===== src/hdl/sha1_pkg.sv =====
`default_nettype none
package sha1_pkg;

  localparam int unsigned WordW    = 32;
  localparam int unsigned HashWords = 5;
  localparam int unsigned BlkBits  = 512;
  localparam int unsigned Rounds   = 80;
  localparam int unsigned SchedWin = 16;
  localparam int unsigned LenBytes = 8;
  localparam int unsigned CntW     = 61;  // byte count; bit count is this with 3 zero bits

  typedef logic [WordW-1:0] word_t;
  typedef word_t [HashWords-1:0] vars_t;

  localparam word_t K0 = 32'h5A827999;
  localparam word_t K1 = 32'h6ED9EBA1;
  localparam word_t K2 = 32'h8F1BBCDC;
  localparam word_t K3 = 32'hCA62C1D6;

  localparam vars_t Iv = {32'hC3D2E1F0, 32'h10325476, 32'h98BADCFE,
                          32'hEFCDAB89, 32'h67452301};

  localparam logic [7:0] PadMark = 8'h80;
  localparam logic [5:0] LastPos = 6'd63;
  localparam logic [5:0] LenPos  = 6'd56;

  typedef enum logic [2:0] {
    ST_IDLE,
    ST_PAD,
    ST_COMP,
    ST_FIN,
    ST_OUT
  } state_e;

  // schedule line control
  typedef struct packed {
    logic byte_en;   // shift one message byte in
    logic round_en;  // advance one round
    logic expand;    // round 16 and up: produce expanded word
  } sched_ctl_t;

  function automatic word_t rotl(word_t v, int unsigned n);
    return (v << n) | (v >> (WordW - n));
  endfunction

endpackage
`default_nettype wire


===== src/hdl/sha1_stream_hasher.sv =====
`default_nettype none
// SHA-1 over a byte stream. Each input transaction carries one message byte
// (tuser high marks the byte as part of the message) and tlast ends the
// message. The byte that fills a 64-byte block starts the compression,
// 80 rounds at one round per cycle on one shared round unit followed by
// a fold into the chaining words. On tlast the block generates the
// padding and length bytes itself, one per cycle, with one or two
// compressions, then presents the five digest words, index 0 (most
// significant) first, with tlast on the fifth. The input is not ready
// from the end of a message until the last digest word is taken; the
// state then returns to the initial values for the next message.
module sha1_stream_hasher
  import sha1_pkg::*;
(
  input  wire logic        clk_i,
  input  wire logic        rst_ni,
  input  wire logic        s_axis_tvalid_i,
  output logic             s_axis_tready_o,
  input  wire logic [7:0]  s_axis_tdata_i,   // data_byte
  input  wire logic        s_axis_tuser_i,   // byte_valid
  input  wire logic        s_axis_tlast_i,   // msg_end
  output logic             m_axis_tvalid_o,
  input  wire logic        m_axis_tready_i,
  output logic [31:0]      m_axis_tdata_o,   // digest_word
  output logic [2:0]       m_axis_tuser_o,   // word_index
  output logic             m_axis_tlast_o    // last_word
);

  state_e          state_q, state_d;
  logic [6:0]      rnd_q;
  logic [CntW-1:0] cnt_q, cnt_inc;
  logic            pad_q, first_q;
  logic [3:0]      lcnt_q;
  logic [63:0]     len_q;
  logic [2:0]      idx_q;
  vars_t           h_q, wk_q, wk_n;

  sched_ctl_t ctl;
  logic [7:0] sbyte;
  logic       in_acc, out_acc, start_pad, clr_first, len_shift, done_out;
  logic [5:0] pos;
  word_t      wr;

  assign pos     = cnt_q[5:0];
  assign in_acc  = s_axis_tvalid_i && s_axis_tready_o;
  assign out_acc = m_axis_tvalid_o && m_axis_tready_i;
  assign cnt_inc = cnt_q + CntW'(ctl.byte_en);

  always_comb begin
    state_d   = state_q;
    ctl       = '0;
    sbyte     = s_axis_tdata_i;
    start_pad = 1'b0;
    clr_first = 1'b0;
    len_shift = 1'b0;
    done_out  = 1'b0;
    case (state_q)
      ST_IDLE: begin
        if (in_acc) begin
          ctl.byte_en = s_axis_tuser_i;
          start_pad   = s_axis_tlast_i;
          if (s_axis_tuser_i && pos == LastPos) begin
            state_d = ST_COMP;
          end else if (s_axis_tlast_i) begin
            state_d = ST_PAD;
          end
        end
      end
      ST_PAD: begin
        ctl.byte_en = 1'b1;
        if (first_q) begin
          sbyte     = PadMark;
          clr_first = 1'b1;
        end else if (lcnt_q == 4'd0 && pos != LenPos) begin
          sbyte = 8'h00;
        end else begin
          sbyte     = len_q[63:56];
          len_shift = 1'b1;
        end
        if (pos == LastPos) begin
          state_d = ST_COMP;
        end
      end
      ST_COMP: begin
        ctl.round_en = 1'b1;
        ctl.expand   = (rnd_q >= 7'(SchedWin));
        if (rnd_q == 7'(Rounds - 1)) begin
          state_d = ST_FIN;
        end
      end
      ST_FIN: begin
        if (!pad_q) begin
          state_d = ST_IDLE;
        end else if (lcnt_q == 4'(LenBytes)) begin
          state_d = ST_OUT;
        end else begin
          state_d = ST_PAD;
        end
      end
      ST_OUT: begin
        if (out_acc && idx_q == 3'(HashWords - 1)) begin
          done_out = 1'b1;
          state_d  = ST_IDLE;
        end
      end
      default: begin
        state_d = ST_IDLE;
      end
    endcase
  end

  always_ff @(posedge clk_i or negedge rst_ni) begin
    if (!rst_ni) begin
      state_q <= ST_IDLE;
    end else begin
      state_q <= state_d;
    end
  end

  always_ff @(posedge clk_i or negedge rst_ni) begin
    if (!rst_ni) begin
      rnd_q   <= '0;
      cnt_q   <= '0;
      pad_q   <= 1'b0;
      first_q <= 1'b0;
      lcnt_q  <= '0;
      idx_q   <= '0;
      h_q     <= Iv;
    end else begin
      rnd_q <= (state_q == ST_COMP) ? rnd_q + 7'd1 : 7'd0;
      cnt_q <= done_out ? '0 : cnt_inc;
      if (start_pad) begin
        pad_q   <= 1'b1;
        first_q <= 1'b1;
        lcnt_q  <= '0;
      end
      if (clr_first) begin
        first_q <= 1'b0;
      end
      if (len_shift) begin
        lcnt_q <= lcnt_q + 4'd1;
      end
      if (state_q == ST_FIN) begin
        for (int i = 0; i < HashWords; i++) begin
          h_q[i] <= h_q[i] + wk_q[i];
        end
      end
      if (done_out) begin
        idx_q <= '0;
      end else if (out_acc) begin
        idx_q <= idx_q + 3'd1;
      end
      if (done_out) begin
        h_q   <= Iv;
        pad_q <= 1'b0;
      end
    end
  end

  // payload registers
  always_ff @(posedge clk_i) begin
    if (start_pad) begin
      len_q <= {cnt_inc, 3'b000};
    end else if (len_shift) begin
      len_q <= {len_q[55:0], 8'h00};
    end
    if (state_q != ST_COMP && state_d == ST_COMP) begin
      wk_q <= h_q;
    end else if (state_q == ST_COMP) begin
      wk_q <= wk_n;
    end
  end

  sha1_sched u_sched (
    .clk_i  (clk_i),
    .ctl_i  (ctl),
    .byte_i (sbyte),
    .w_o    (wr)
  );

  sha1_round u_round (
    .v_i   (wk_q),
    .w_i   (wr),
    .rnd_i (rnd_q),
    .v_o   (wk_n)
  );

  assign s_axis_tready_o = (state_q == ST_IDLE);
  assign m_axis_tvalid_o = (state_q == ST_OUT);
  assign m_axis_tdata_o  = h_q[idx_q];
  assign m_axis_tuser_o  = idx_q;
  assign m_axis_tlast_o  = (idx_q == 3'(HashWords - 1));

`ifndef SYNTHESIS
  a_no_overlap: assert property (@(posedge clk_i) disable iff (!rst_ni)
    !(s_axis_tready_o && m_axis_tvalid_o))
    else $error("input ready while digest pending");

  a_round_range: assert property (@(posedge clk_i) disable iff (!rst_ni)
    state_q == ST_COMP |-> rnd_q < 7'(Rounds))
    else $error("round counter out of range");

  a_block_aligned: assert property (@(posedge clk_i) disable iff (!rst_ni)
    state_q == ST_FIN |-> cnt_q[5:0] == 6'd0)
    else $error("compression finished off a block boundary");

  a_out_after_fin: assert property (@(posedge clk_i) disable iff (!rst_ni)
    $rose(m_axis_tvalid_o) |-> $past(state_q == ST_FIN))
    else $error("digest shown without a finished compression");

  a_idx_range: assert property (@(posedge clk_i) disable iff (!rst_ni)
    m_axis_tvalid_o |-> idx_q < 3'(HashWords))
    else $error("digest word index out of range");
`endif

endmodule
`default_nettype wire


===== src/hdl/sha1_sched.sv =====
`default_nettype none
module sha1_sched
  import sha1_pkg::*;
(
  input  wire logic       clk_i,
  input  wire sched_ctl_t ctl_i,
  input  wire logic [7:0] byte_i,
  output word_t           w_o
);

  // 16-word window, word 0 in the top bits. Bytes shift in at the bottom,
  // so after 64 bytes the first byte sits at the top of word 0.
  logic [BlkBits-1:0] line_q, line_d;
  word_t w0, w2, w8, w13, wnew;

  assign w0  = line_q[BlkBits-1        -: WordW];
  assign w2  = line_q[BlkBits-1-2*WordW  -: WordW];
  assign w8  = line_q[BlkBits-1-8*WordW  -: WordW];
  assign w13 = line_q[BlkBits-1-13*WordW -: WordW];

  always_comb begin
    wnew = ctl_i.expand ? rotl(w13 ^ w8 ^ w2 ^ w0, 1) : w0;
    line_d = line_q;
    if (ctl_i.byte_en) begin
      line_d = {line_q[BlkBits-9:0], byte_i};
    end else if (ctl_i.round_en) begin
      line_d = {line_q[BlkBits-WordW-1:0], wnew};
    end
  end

  always_ff @(posedge clk_i) begin
    line_q <= line_d;
  end

  assign w_o = wnew;

endmodule
`default_nettype wire


===== src/hdl/sha1_round.sv =====
`default_nettype none
module sha1_round
  import sha1_pkg::*;
(
  input  wire vars_t      v_i,
  input  wire word_t      w_i,
  input  wire logic [6:0] rnd_i,
  output vars_t           v_o
);

  word_t f, k, t;

  always_comb begin
    if (rnd_i < 7'd20) begin
      f = v_i[3] ^ (v_i[1] & (v_i[2] ^ v_i[3]));
      k = K0;
    end else if (rnd_i < 7'd40) begin
      f = v_i[1] ^ v_i[2] ^ v_i[3];
      k = K1;
    end else if (rnd_i < 7'd60) begin
      f = (v_i[1] & v_i[2]) | (v_i[1] & v_i[3]) | (v_i[2] & v_i[3]);
      k = K2;
    end else begin
      f = v_i[1] ^ v_i[2] ^ v_i[3];
      k = K3;
    end
    t = rotl(v_i[0], 5) + f + v_i[4] + k + w_i;
    v_o[0] = t;
    v_o[1] = v_i[0];
    v_o[2] = rotl(v_i[1], 30);
    v_o[3] = v_i[2];
    v_o[4] = v_i[3];
  end

endmodule
`default_nettype wire


===== config.mk =====
export PLATFORM = sky130hd
export DESIGN_NAME = sha1_stream_hasher
export DESIGN_NICKNAME = d
export VERILOG_FILES = /design/src/hdl/sha1_pkg.sv /design/src/hdl/sha1_stream_hasher.sv /design/src/hdl/sha1_sched.sv /design/src/hdl/sha1_round.sv
export SDC_FILE = /design/constraint.sdc
export NUM_CORES = 2
export LEC_CHECK = 0
export BUFFER_PORTS_ARGS = -buffer_cell sky130_fd_sc_hd__buf_2
export CAP_MARGIN = 0
export CELL_PAD_IN_SITES_DETAIL_PLACEMENT = 2
export CELL_PAD_IN_SITES_GLOBAL_PLACEMENT = 2
export CORE_UTILIZATION = 30
export DETAILED_ROUTE_END_ITERATION = 10
export PLACE_DENSITY = 0.6
export SLEW_MARGIN = 40
export SYNTH_ARGS = -nofsm -noshare
export SYNTH_HDL_FRONTEND = slang
export SYNTH_SLANG_ARGS = --single-unit

===== constraint.sdc =====
create_clock -name clk_i -period 20.8 [get_ports clk_i]
set_input_delay 6.24 -clock clk_i [delete_from_list [all_inputs] [get_ports clk_i]]
set_output_delay 6.24 -clock clk_i [all_outputs]
set_load 0.02 [all_outputs]

==> impl_metrics.env <==
export IMPL_fin_cells=8358
export IMPL_worst_slew_pin_slew_ns=0.890
export IMPL_hp_start="len_q[30]"
export IMPL_initialDrtViolationCount=2216
export IMPL_tns_ns=0
export IMPL_rows=157
export IMPL_port_buffers=51
export IMPL_grt_max_degree=135
export IMPL_critPathKind="in -> reg"
export IMPL_ys_types=93
export IMPL_r2r_end="wk_q[31]"
export IMPL_clock_sinks=973
export IMPL_holdWs_ns=0.520
export IMPL_drcViolationCount=0
export IMPL_final_cell_mix="2085 x nand2_1, 733 x edfxtp_1, 313 x o21ai_0, 300 x nor2_1, 230 x a21oi_1"
export IMPL_cts_setup_buffers=0
export IMPL_clk_pin_slew_ns=0.06
export IMPL_cts_tree="yes"
export IMPL_gp_congestion=0.802
export IMPL_hpwl_mm=130
export IMPL_hp_class="reg -> reg"
export IMPL_final_common_cell="nand2_1"
export IMPL_end_kind="register"
export IMPL_setup_viol=0
export IMPL_core_area_um2=183000
export IMPL_drtAntennaViolNets=0
export IMPL_fin_crit_ns=10.45
export IMPL_area_delta_synth_final_pct=13.8
export IMPL_clock_fmax_mhz=95.7
export IMPL_netlist_instances=5788
export IMPL_rrSetupSlack_ns=13.18
export IMPL_nNetsFinal=6127
export IMPL_p_leak_nw=26.8
export IMPL_syn_area_per_cell_um2=9.54
export IMPL_routed_via_density=4.98
export IMPL_gr_total_overflow=0
export IMPL_clock_path_buffers=3
export IMPL_ir_drop_v=0.0000805
export IMPL_cts_root_buf="clkbuf_16"
export IMPL_fin_area_um2=62900
export IMPL_die_h_um=431
export IMPL_syn_nets=6126
export IMPL_drv_cap=0
export IMPL_dp_cells=8118
export IMPL_start_util_pct=30.2
export IMPL_hold_viol_final=0
export IMPL_arrival_ns=10.86
export IMPL_place_area_um2=58500
export IMPL_h_tree_depth=4
export IMPL_syn_area_um2=55200
export IMPL_wirelength_mm=186
export IMPL_required_ns=21.21
export IMPL_grt_setup_unrepaired="no"
export IMPL_synth_edf_count=733
export IMPL_cts_resized=0
export IMPL_die_area_um2=186000
export IMPL_async_flop_share_pct=24.7
export IMPL_drive_gt1_share_pct=8.27
export IMPL_yosysWarnings=0
export IMPL_cts_buffers=130
export IMPL_ys_seq_elements=973
export IMPL_powerDensity_nw_per_um2=153
export IMPL_fin_worst_skew_ns=0.0286
export IMPL_ctsHoldBuffers=0
export IMPL_timing_final_crit_share_pct=50.2
export IMPL_ios=52
export IMPL_die_width_um=431
export IMPL_grt_use_total_pct=20.0
export IMPL_insertion_delay_ns=0.79
export IMPL_seq_area_frac_synth_pct=50.9
export IMPL_grt_pass1_wl_mm=285
export IMPL_hold_path_end="len_q[38]"
export IMPL_whs_path_depth=2
export IMPL_crit_fanout=91
export IMPL_slew_violations=0
export IMPL_vias=41662
export IMPL_first_pass_iters=7
export IMPL_grt_pass1_vias=45403
export IMPL_cp_start_kind="input port"
export IMPL_r2r_cells=26
export IMPL_status="complete, no violations"
export IMPL_r2r_start="rnd_q[4]"
export IMPL_synth_flop_cell="edfxtp_1"
export IMPL_wire_per_inst_um=22.2
export IMPL_slew_headroom_pct=40.1
export IMPL_antenna_found_initial=2
-- registers in the layout, summed over array words and instances (netlist names) --
register	cells
m_axis_tuser_o	3
u_sched.line_q	512
pad_q	1
lcnt_q	4
first_q	1
cnt_q	61
state_q	3
h_q	160
len_q	61
wk_q	160
rnd_q	7
-- stage by stage --
step | utilization (%) | setup slack [ns] | power (W)
4_1_cts | 34.3 | 10.35 | 0.00979
2_1_floorplan | - | 1.38 | 0.00624
3_3_place_gp | 31.8 | 8.69 | 0.00726
6_report | 34.4 | 10.35 | 0.00962
5_1_grt | 34.4 | 10.05 | 0.0103
3_5_place_dp | 32.0 | 9.51 | 0.00740
-- how the worst max path moves through the flow --
stage / start / endpoint / depth (start not counted)
after floorplan: s_axis_tuser_i / u_sched.line_q[0] / 7
after global placement: s_axis_tvalid_i / u_sched.line_q[127] / 10
after detailed placement: s_axis_tvalid_i / u_sched.line_q[127] / 10
after CTS: s_axis_tvalid_i / u_sched.line_q[255] / 10
after global routing: s_axis_tvalid_i / u_sched.line_q[441] / 11
final: s_axis_tvalid_i / u_sched.line_q[87] / 11
-- cells by family after synthesis --
| family | Yosys count | synth area share [%] |
|---|---|---|
| multiplexers | 70 | 2.00 |
| AND/OR/NAND/NOR | 2723 | 19.7 |
| flip-flops | 973 | 50.9 |
| AO/OA/AOI/OAI | 896 | 10.0 |
| XOR/XNOR | 325 | 5.15 |
| adder cells (fa/ha/maj) | 324 | 8.93 |
| buffers and inverters | 477 | 3.25 |
-- layout make-up --
cell class                 instances  area (µm²)
timing repair buffer             121        1040
multi-input combinational       4338       25500
antenna                            2        5.00
tap                             2464        3080
clock buffer                     177        3600
sequential                       973       28100
inverter                         225         853
clock inverter                    58         709
fill                           19919      120000
-- cells in the mapped netlist, drive strengths merged (87+ instances only) --
master  count  area (µm²)
a21o       87         653
fa        117        2340
xnor2     211        1850
a21oi     240        1220
dfrtp     160        4000
clkbuf    230         865
nand3      93         465
nor2      305        1150
ha        207        2590
xor2      114         998
inv       224         841
o21ai     342        1720
nand2    2089        7840
edfxtp    733       22000
-- where the power goes --
group / total [W] / switching, W / internal (W)
clock: 0.00230 / 0.000951 / 0.00135
sequential: 0.00382 / 0.000582 / 0.00323
combinational: 0.00350 / 0.00222 / 0.00129
-- layer usage --
layer / global-route usage [%] / share of wire, % / vias up
met5: 0 / 0 / -
met2: 33.5 / 48 / 407
met1: 27.1 / 47 / 21466
met3: 2.42 / 2.4 / 202
met4: 5.53 / 2.4 / 0
li1: - / - / 19587
-- critical path, cell delays in order --
cell	delay (ns)
buf_2	0.12
a21oi_1	0.07
nand2b_4	0.16
buf_6	0.27
buf_6	0.39
nand2_4	0.66
buf_6	0.64
buf_12	0.33
buf_16	0.42
buf_6	0.63
buf_4	0.61
Power figures use the tool's default switching activity.
